$ cat src/design/sbto_pkg.sv
package sbto_pkg;

    // Row geometry
    localparam int ROW_BYTES  = 16;
    localparam int REF_BYTES  = 18;
    localparam int NUM_SHIFTS = 3;

    // Widths: one row SAD is at most 16 * 255 = 4080
    localparam int ROWSAD_W  = 12;
    localparam int SUM_W     = 16;
    localparam int ROW_CNT_W = 4;

    // Depth of the row queue between front and back
    localparam int QUEUE_DEPTH = 4;

    typedef logic [ROWSAD_W-1:0] row_sad_t;
    typedef logic [SUM_W-1:0]    sum_t;

    // One queued row: per-shift row SADs and the block-end mark
    typedef struct packed {
        logic                          last;
        row_sad_t [NUM_SHIFTS-1:0]     sad;
    } row_entry_t;

    localparam int ENTRY_W = $bits(row_entry_t);

endpackage

$ cat src/design/sbto_front.sv
module sbto_front #(
    parameter int BLOCK_ROWS  = 16,
    parameter int NUM_OFFSETS = 3
) (
    input  logic                  clk,
    input  logic                  rst_n,
    input  logic                  push,
    output logic                  full,
    input  logic [63:0]           src_bytes_low,
    input  logic [63:0]           src_bytes_high,
    input  logic [63:0]           ref_bytes_low,
    input  logic [63:0]           ref_bytes_high,
    input  logic [15:0]           ref_bytes_extra,
    input  logic                  q_full,
    output logic                  q_wr,
    output sbto_pkg::row_entry_t  q_entry
);

    localparam logic [sbto_pkg::ROW_CNT_W-1:0] LAST_ROW =
        sbto_pkg::ROW_CNT_W'(BLOCK_ROWS - 1);

    logic [sbto_pkg::ROW_CNT_W-1:0] row_cnt_reg;
    logic [sbto_pkg::ROW_CNT_W-1:0] row_cnt_next;
    logic                           accept;
    logic                           last_row;

    logic [sbto_pkg::ROW_BYTES*8-1:0] src_vec;
    logic [sbto_pkg::REF_BYTES*8-1:0] ref_vec;

    assign src_vec = {src_bytes_high, src_bytes_low};
    assign ref_vec = {ref_bytes_extra, ref_bytes_high, ref_bytes_low};

    assign full     = q_full;
    assign accept   = push && !q_full;
    assign last_row = (row_cnt_reg == LAST_ROW);

    // Row counter: marks the last row of each block
    always_comb
    begin
        row_cnt_next = row_cnt_reg;
        if (accept)
        begin
            if (last_row)
                row_cnt_next = '0;
            else
                row_cnt_next = row_cnt_reg + 1'b1;
        end
    end

    always_ff @(posedge clk or negedge rst_n)
    begin
        if (!rst_n)
            row_cnt_reg <= '0;
        else
            row_cnt_reg <= row_cnt_next;
    end

    // Row SAD per shift: abs differences, then a four-level adder tree
    for (genvar k = 0; k < sbto_pkg::NUM_SHIFTS; k++)
    begin : g_shift
        if (k < NUM_OFFSETS)
        begin : g_on
            logic [7:0]  diff [16];
            logic [8:0]  lvl1 [8];
            logic [9:0]  lvl2 [4];
            logic [10:0] lvl3 [2];

            always_comb
            begin
                logic [7:0] a;
                logic [7:0] b;
                for (int i = 0; i < 16; i++)
                begin
                    a = src_vec[i*8 +: 8];
                    b = ref_vec[(i+k)*8 +: 8];
                    diff[i] = (a > b) ? (a - b) : (b - a);
                end
                for (int i = 0; i < 8; i++)
                    lvl1[i] = {1'b0, diff[2*i]} + {1'b0, diff[2*i+1]};
                for (int i = 0; i < 4; i++)
                    lvl2[i] = {1'b0, lvl1[2*i]} + {1'b0, lvl1[2*i+1]};
                for (int i = 0; i < 2; i++)
                    lvl3[i] = {1'b0, lvl2[2*i]} + {1'b0, lvl2[2*i+1]};
            end

            assign q_entry.sad[k] = {1'b0, lvl3[0]} + {1'b0, lvl3[1]};
        end
        else
        begin : g_off
            assign q_entry.sad[k] = '0;
        end
    end

    assign q_entry.last = last_row;
    assign q_wr         = accept;

endmodule

$ cat src/design/sbto_queue.sv
module sbto_queue (
    input  logic                  clk,
    input  logic                  rst_n,
    input  logic                  wr_en,
    input  sbto_pkg::row_entry_t  wr_data,
    output logic                  full,
    input  logic                  rd_en,
    output sbto_pkg::row_entry_t  rd_data,
    output logic                  empty
);

    localparam int DEPTH = sbto_pkg::QUEUE_DEPTH;
    localparam int PTR_W = $clog2(DEPTH);
    localparam int CNT_W = $clog2(DEPTH + 1);
    localparam logic [PTR_W-1:0] LAST_PTR = PTR_W'(DEPTH - 1);
    localparam logic [CNT_W-1:0] DEPTH_CNT = CNT_W'(DEPTH);

    sbto_pkg::row_entry_t entry_reg [DEPTH];

    logic [PTR_W-1:0] wr_ptr_reg;
    logic [PTR_W-1:0] wr_ptr_next;
    logic [PTR_W-1:0] rd_ptr_reg;
    logic [PTR_W-1:0] rd_ptr_next;
    logic [CNT_W-1:0] count_reg;
    logic [CNT_W-1:0] count_next;
    logic             do_wr;
    logic             do_rd;

    assign full    = (count_reg == DEPTH_CNT);
    assign empty   = (count_reg == '0);
    assign do_wr   = wr_en && !full;
    assign do_rd   = rd_en && !empty;
    assign rd_data = entry_reg[rd_ptr_reg];

    // Pointer and fill count update
    always_comb
    begin
        wr_ptr_next = wr_ptr_reg;
        rd_ptr_next = rd_ptr_reg;
        count_next  = count_reg;
        if (do_wr)
            wr_ptr_next = (wr_ptr_reg == LAST_PTR) ? '0 : wr_ptr_reg + 1'b1;
        if (do_rd)
            rd_ptr_next = (rd_ptr_reg == LAST_PTR) ? '0 : rd_ptr_reg + 1'b1;
        if (do_wr && !do_rd)
            count_next = count_reg + 1'b1;
        else if (do_rd && !do_wr)
            count_next = count_reg - 1'b1;
    end

    always_ff @(posedge clk or negedge rst_n)
    begin
        if (!rst_n)
        begin
            wr_ptr_reg <= '0;
            rd_ptr_reg <= '0;
            count_reg  <= '0;
        end
        else
        begin
            wr_ptr_reg <= wr_ptr_next;
            rd_ptr_reg <= rd_ptr_next;
            count_reg  <= count_next;
        end
    end

    // Entry storage
    always_ff @(posedge clk)
    begin
        if (do_wr)
            entry_reg[wr_ptr_reg] <= wr_data;
    end

    a_count_bound: assert property (@(posedge clk) disable iff (!rst_n)
        count_reg <= DEPTH_CNT)
        else $error("row queue fill count beyond depth");

    a_count_up: assert property (@(posedge clk) disable iff (!rst_n)
        (do_wr && !do_rd) |=> (count_reg == $past(count_reg) + 1'b1))
        else $error("row queue count did not grow on write");

    a_count_down: assert property (@(posedge clk) disable iff (!rst_n)
        (do_rd && !do_wr) |=> (count_reg == $past(count_reg) - 1'b1))
        else $error("row queue count did not shrink on read");

endmodule

$ cat src/design/sbto_back.sv
module sbto_back (
    input  logic                                     clk,
    input  logic                                     rst_n,
    input  logic                                     q_empty,
    input  sbto_pkg::row_entry_t                     q_entry,
    output logic                                     q_rd,
    output logic                                     res_valid,
    input  logic                                     res_pop,
    output sbto_pkg::sum_t [sbto_pkg::NUM_SHIFTS-1:0] res_sad
);

    sbto_pkg::sum_t [sbto_pkg::NUM_SHIFTS-1:0] sum_reg;
    sbto_pkg::sum_t [sbto_pkg::NUM_SHIFTS-1:0] sum_next;
    sbto_pkg::sum_t [sbto_pkg::NUM_SHIFTS-1:0] total;
    sbto_pkg::sum_t [sbto_pkg::NUM_SHIFTS-1:0] res_sad_reg;
    sbto_pkg::sum_t [sbto_pkg::NUM_SHIFTS-1:0] res_sad_next;
    logic                                      res_valid_reg;
    logic                                      res_valid_next;
    logic                                      out_free;

    // A block-end row needs the result register; other rows never wait
    assign out_free = !res_valid_reg || res_pop;
    assign q_rd     = !q_empty && (!q_entry.last || out_free);

    // Saturating accumulate of the row SADs
    always_comb
    begin
        logic [sbto_pkg::SUM_W:0] wide;
        for (int k = 0; k < sbto_pkg::NUM_SHIFTS; k++)
        begin
            wide = {1'b0, sum_reg[k]} + (sbto_pkg::SUM_W + 1)'(q_entry.sad[k]);
            total[k] = wide[sbto_pkg::SUM_W] ? '1 : wide[sbto_pkg::SUM_W-1:0];
        end
    end

    always_comb
    begin
        sum_next       = sum_reg;
        res_sad_next   = res_sad_reg;
        res_valid_next = res_valid_reg && !res_pop;
        if (q_rd)
        begin
            if (q_entry.last)
            begin
                res_sad_next   = total;
                res_valid_next = 1'b1;
                sum_next       = '0;
            end
            else
            begin
                sum_next = total;
            end
        end
    end

    always_ff @(posedge clk or negedge rst_n)
    begin
        if (!rst_n)
        begin
            sum_reg       <= '0;
            res_valid_reg <= 1'b0;
        end
        else
        begin
            sum_reg       <= sum_next;
            res_valid_reg <= res_valid_next;
        end
    end

    // Result payload
    always_ff @(posedge clk)
    begin
        res_sad_reg <= res_sad_next;
    end

    assign res_valid = res_valid_reg;
    assign res_sad   = res_sad_reg;

endmodule

$ cat src/design/sad_block_three_offsets_unit.sv
// Block SAD of a 16-wide source block against a reference at shifts of 0, 1 and 2 bytes.
// Push one row per beat (16 source bytes, 18 reference bytes); after the BLOCK_ROWS-th
// row one result beat carries the three block SADs (offsets at or above NUM_OFFSETS read
// 0) and the sums restart. A row is taken every cycle while full is low: the front
// stage forms the three row SADs with an adder tree straight into a four-entry row
// queue, and the back stage folds one queued row per cycle into the running sums but
// holds a block-end row while a result waits unpopped. A result is registered when its
// last row leaves the queue; full rises only if results left unpopped let the queue fill.
module sad_block_three_offsets_unit #(
    parameter int BLOCK_ROWS  = 16,
    parameter int NUM_OFFSETS = 3
) (
    input  logic        clk,
    input  logic        rst_n,
    input  logic        push,
    output logic        full,
    input  logic [63:0] src_bytes_low,
    input  logic [63:0] src_bytes_high,
    input  logic [63:0] ref_bytes_low,
    input  logic [63:0] ref_bytes_high,
    input  logic [15:0] ref_bytes_extra,
    output logic        empty,
    input  logic        pop,
    output logic [15:0] sad_offset_zero,
    output logic [15:0] sad_offset_one,
    output logic [15:0] sad_offset_two
);

    logic                 q_full;
    logic                 q_wr;
    sbto_pkg::row_entry_t q_wr_entry;
    logic                 q_empty;
    logic                 q_rd;
    sbto_pkg::row_entry_t q_rd_entry;
    logic                 res_valid;

    sbto_pkg::sum_t [sbto_pkg::NUM_SHIFTS-1:0] res_sad;

    // Front: accept rows, compute row SADs, mark block end
    sbto_front #(
        .BLOCK_ROWS  (BLOCK_ROWS),
        .NUM_OFFSETS (NUM_OFFSETS)
    ) u_front (
        .clk             (clk),
        .rst_n           (rst_n),
        .push            (push),
        .full            (full),
        .src_bytes_low   (src_bytes_low),
        .src_bytes_high  (src_bytes_high),
        .ref_bytes_low   (ref_bytes_low),
        .ref_bytes_high  (ref_bytes_high),
        .ref_bytes_extra (ref_bytes_extra),
        .q_full          (q_full),
        .q_wr            (q_wr),
        .q_entry         (q_wr_entry)
    );

    // Row queue between front and back
    sbto_queue u_queue (
        .clk     (clk),
        .rst_n   (rst_n),
        .wr_en   (q_wr),
        .wr_data (q_wr_entry),
        .full    (q_full),
        .rd_en   (q_rd),
        .rd_data (q_rd_entry),
        .empty   (q_empty)
    );

    // Back: accumulate and hold the block result
    sbto_back u_back (
        .clk       (clk),
        .rst_n     (rst_n),
        .q_empty   (q_empty),
        .q_entry   (q_rd_entry),
        .q_rd      (q_rd),
        .res_valid (res_valid),
        .res_pop   (pop),
        .res_sad   (res_sad)
    );

    assign empty           = !res_valid;
    assign sad_offset_zero = res_sad[0];
    assign sad_offset_one  = res_sad[1];
    assign sad_offset_two  = res_sad[2];

endmodule
$ cat config.mk
export PLATFORM = sky130hd
export DESIGN_NAME = sad_block_three_offsets_unit
export DESIGN_NICKNAME = d
export VERILOG_FILES = /design/src/design/sbto_pkg.sv /design/src/design/sbto_front.sv /design/src/design/sbto_queue.sv /design/src/design/sbto_back.sv /design/src/design/sad_block_three_offsets_unit.sv
export SDC_FILE = /design/constraint.sdc
export NUM_CORES = 2
export LEC_CHECK = 0
export ABC_AREA = 1
export BUFFER_PORTS_ARGS = -buffer_cell sky130_fd_sc_hd__buf_4
export CORE_MARGIN = 4
export CORE_UTILIZATION = 39
export DETAILED_ROUTE_END_ITERATION = 7
export PLACE_DENSITY_LB_ADDON = 0.3
export SLEW_MARGIN = 15
export SYNTH_ARGS = -nofsm -noshare
export SYNTH_HDL_FRONTEND = slang
export SYNTH_SLANG_ARGS = --single-unit
$ cat constraint.sdc
create_clock -name clk -period 9.15 [get_ports clk]
set_input_delay 0.4575 -clock clk [delete_from_list [all_inputs] [get_ports clk]]
set_output_delay 0.4575 -clock clk [all_outputs]
set_load 0.01 [all_outputs]
==> results.txt <==
----------------------------------------------------
[Placed design]
  Total half-perimeter wirelength after legalization and detailed placement ... 184000 microns
  Placer congestion estimate ... 1.01
  Number of buffers added on ports ... 325

[Global route]
  Total congestion overflow ... 0
  Largest net degree at the start of global routing ... 78
  Via count of the first global-routing pass ... 51400
  Global router's overall resource usage ... 0.271
  Initial antenna violation count ... 4
  First-pass GRT wire length ... 315000 microns

[Clock network]
  CTS Hold Bufs ... 0
  Number of buffers inserted to repair setup after CTS ... 0
  Clock network latency to the later pin of the worst-skew pair ... 0.54 ns
  H-tree level count ... 1
  Cts repair resizes ... 0
  TritonCTS clock tree ... yes
  Root buffer cell ... sky130_fd_sc_hd__clkbuf_16
  Number of CTS-inserted buffers ... 26
  Clock-pin slew on the worst setup and hold paths ... 0.06 ns
  Number of buffers between clock root and the deepest sink ... 3
  Clock sinks ... 256

[Finish]
  Count of filler cells inserted in the layout ... 15200
  Share of final-layout standard cells stronger than drive strength 1 ... 0.0667
  Max reg flops ... 148
  Layout-stage area growth over the synthesis result ... 8.78%
  Count of nets after finishing ... 9734

[Synth]
  Leading cell type by number of instances after synthesis ... sky130_fd_sc_hd__nand2_1
  Unique masters post-synth ... 46
  Biggest area contributors in the synthesized netlist ... sky130_fd_sc_hd__ha_1 (18%), sky130_fd_sc_hd__fa_1 (15%), sky130_fd_sc_hd__nand2_1 (14%), sky130_fd_sc_hd__edfxtp_1 (10%), sky130_fd_sc_hd__inv_1 (9.5%)
  Proportion of synthesized chip area in sequential cells ... 0.131
  Predominant post-synthesis flop cell ... sky130_fd_sc_hd__edfxtp_1
  Synthesized Nets ... 9545
  EDFF count, synth ... 196
  Biggest area consumer among synthesized cells ... sky130_fd_sc_hd__ha_1
  Count of mapped cells out of synthesis ... 8019
  Seq cells post-synth ... 256
  Synthesis Warnings ... 0
  Top cells by instance count after synthesis ... sky130_fd_sc_hd__nand2_1 (2127), sky130_fd_sc_hd__inv_1 (1435), sky130_fd_sc_hd__ha_1 (826)
  Post-synth ARST share ... 0.234
  Average footprint of a synthesized cell ... 7.04 sq um
  Area share of the leading cell type in the synthesized netlist ... 0.183
  Cell area after synthesis ... 56500 sq um

[STA]
  Final period utilization ... 0.762
  Final critical delay including setup and external delays ... 6.97 ns
  Maximum frequency from static timing analysis ... 143 MHz
  Slew at the pin closest to its max-slew limit ... 0.984 ns
  Setup TNS Final ... 0 ns
  Final Hold Violating Endpoints ... 0
  Slew headroom ... 0.343
  Final Skew ... 0.0182 ns
  RSZ-0062 raised after global routing ... no
  Number of max-slew violations in the final report ... 0
  Number of setup violations in the final report ... 0

[Floorplanning]
  Effective utilization at floorplan ... 0.393
  Overall die area ... 151000 sq um
  Die span in x ... 389 microns
  Floorplan row count ... 139
  Die height ... 389 microns
  Ports placed on the boundary ... 326
  Area of the placeable core ... 144000 sq um

[Worst setup path]
  End of the worst register-to-register path ... u_back.res_sad[18]$_DFFE_PP_
  Worst-path maximum fanout ... 12
  Nature of the critical path startpoint ... primary input
  FF-to-FF path depth ... 15
  Required time of the critical path ... 9.41 ns
  Crit path capture type ... flop
  Worst flop-to-flop path startpoint ... u_queue.rd_ptr_reg[0]$_DFFE_PN0P_
  Worst Path Arrival ... 7.23 ns
  Crit Path Category ... in -> reg
  Setup slack on the worst flop-to-flop path ... 4.95 ns

[Route]
  ANT nets after route ... 0
  DR vias/cell ... 5.19
  Number of design-rule violations left by the first detailed-router iteration ... 4004
  Detailed-routing iteration count for the pre-antenna-repair pass ... 7
  Detailed Route WL ... 212000 microns
  Via total after detailed routing ... 52600
  # DRC ... 0
  Routed wire length per instance ... 20.9 microns

[Job]
  Max_cap viols ... 0

[Worst hold path]
  Worst Hold Class ... in -> async

[Run status]
  Status ... complete, no violations

----------------------------------------------------
## metal layers
metal | wire length [microns] | vias up | track usage
met3 | 11300 | 362 | 0.0248
met4 | 8820 | 2 | 0.0925
met1 | 94800 | 24800 | 0.369
met2 | 97100 | 1722 | 0.449
met5 | 17 | - | 0
li1 | - | 25700 | -
## area by class of cell
class	instances	area [sq um]	share of cell area
Tap cell	1903	2380	0.0388
Clock inverter	20	323	0.00526
Antenna cell	2	5.00	0.0000815
Clock buffer	28	658	0.0107
Inverter	1474	5530	0.0901
Multi-Input combinational cell	6116	42600	0.694
Sequential cell	256	7390	0.120
Timing Repair Buffer	334	2510	0.0408
## critical path, cell delays in order
cell	delay, ns
sky130_fd_sc_hd__buf_4	0.15
sky130_fd_sc_hd__inv_1	0.18
sky130_fd_sc_hd__ha_1	0.20
sky130_fd_sc_hd__inv_1	0.07
sky130_fd_sc_hd__fa_1	0.47
sky130_fd_sc_hd__nand3_1	0.12
sky130_fd_sc_hd__nand2_1	0.09
sky130_fd_sc_hd__nand2_1	0.09
sky130_fd_sc_hd__o211ai_1	0.09
sky130_fd_sc_hd__nand2_1	0.32
sky130_fd_sc_hd__o21ai_0	0.29
sky130_fd_sc_hd__fa_1	0.60
sky130_fd_sc_hd__inv_1	0.06
sky130_fd_sc_hd__fa_1	0.50
sky130_fd_sc_hd__fa_1	0.52
sky130_fd_sc_hd__inv_1	0.06
sky130_fd_sc_hd__fa_1	0.46
sky130_fd_sc_hd__fa_1	0.54
sky130_fd_sc_hd__inv_1	0.05
sky130_fd_sc_hd__fa_1	0.52
sky130_fd_sc_hd__inv_1	0.05
sky130_fd_sc_hd__ha_1	0.34
sky130_fd_sc_hd__nand2_1	0.09
sky130_fd_sc_hd__o21ai_0	0.29
sky130_fd_sc_hd__a21oi_1	0.13
sky130_fd_sc_hd__xnor2_1	0.47
## layout by cell type (no fill, tap or decap), types with 6 or more instances in the layout
master	netlist	layout
sky130_fd_sc_hd__o211ai_2	7	7
sky130_fd_sc_hd__and2_1	6	6
sky130_fd_sc_hd__buf_4	29	334
sky130_fd_sc_hd__nor3_2	11	11
sky130_fd_sc_hd__or2_2	31	31
sky130_fd_sc_hd__o21ai_0	352	352
sky130_fd_sc_hd__a21o_1	30	30
sky130_fd_sc_hd__o21a_1	19	19
sky130_fd_sc_hd__a21oi_1	513	513
sky130_fd_sc_hd__nand2_1	2127	2127
sky130_fd_sc_hd__dfrtp_1	60	59
sky130_fd_sc_hd__xor2_1	369	369
sky130_fd_sc_hd__clkbuf_16	0	26
sky130_fd_sc_hd__inv_2	39	40
sky130_fd_sc_hd__bufinv_16	0	8
sky130_fd_sc_hd__o21ai_1	38	38
sky130_fd_sc_hd__edfxtp_1	196	196
sky130_fd_sc_hd__a31oi_1	22	22
sky130_fd_sc_hd__ha_1	826	826
sky130_fd_sc_hd__inv_1	1435	1434
sky130_fd_sc_hd__o22ai_1	35	35
sky130_fd_sc_hd__clkinv_2	0	6
sky130_fd_sc_hd__xnor2_1	87	87
sky130_fd_sc_hd__o211ai_1	125	125
sky130_fd_sc_hd__fa_1	424	424
sky130_fd_sc_hd__nor2_1	545	541
sky130_fd_sc_hd__nand4_1	125	125
sky130_fd_sc_hd__nor3_1	31	31
sky130_fd_sc_hd__nand3_1	292	292
sky130_fd_sc_hd__nand2_2	53	53
sky130_fd_sc_hd__nand3_2	12	12
## worst max-delay path by stage
stage / from / endpoint / slack (ns) / depth (start not counted)
after floorplan: src_bytes_low[8] / u_queue.entry_reg[0][8]$_DFFE_PP_ / 2.74 / 29
after global placement: src_bytes_low[30] / u_queue.entry_reg[2][20]$_DFFE_PP_ / 1.76 / 24
after detailed placement: ref_bytes_high[9] / u_queue.entry_reg[1][34]$_DFFE_PP_ / 1.70 / 23
after CTS: ref_bytes_high[9] / u_queue.entry_reg[1][34]$_DFFE_PP_ / 2.27 / 23
after global routing: src_bytes_low[48] / u_queue.entry_reg[3][22]$_DFFE_PP_ / 1.69 / 28
final: src_bytes_low[48] / u_queue.entry_reg[3][21]$_DFFE_PP_ / 2.18 / 26
## stage by stage
stage | setup WS [ns] | hold slack [ns] | cell area, sq um | util | std cells
after detailed placement | 1.70 | 0.472 | 60400 | 0.421 | 10100
after floorplan | 2.74 | 0.162 | 56500 | - | 8019
after CTS | 2.27 | 0.0438 | 61400 | 0.428 | 10100
after global placement | 1.76 | 0.468 | 60400 | 0.421 | 10100
final | 2.18 | 0.0277 | 61400 | 0.428 | 10100
after global routing | 1.69 | 0.0950 | 61400 | 0.428 | 10100
## kinds of logic (layout without fill, tap and decap cells)
family / Yosys count / in the layout / share of synthesized area
AO/OA/AOI/OAI: 1161 / 1161 / 0.114
adder cells (fa/ha/maj): 1250 / 1250 / 0.333
AND/OR/NAND/NOR: 3248 / 3248 / 0.236
multiplexers: 1 / 1 / 0.000199
other: 0 / 2 / 0
flip-flops: 256 / 256 / 0.131
XOR/XNOR: 456 / 456 / 0.0707
buffers and inverters: 1647 / 1856 / 0.115
Power is not shown: default switching activity piles up to over one toggle a cycle in this logic, so the estimate is an artifact.
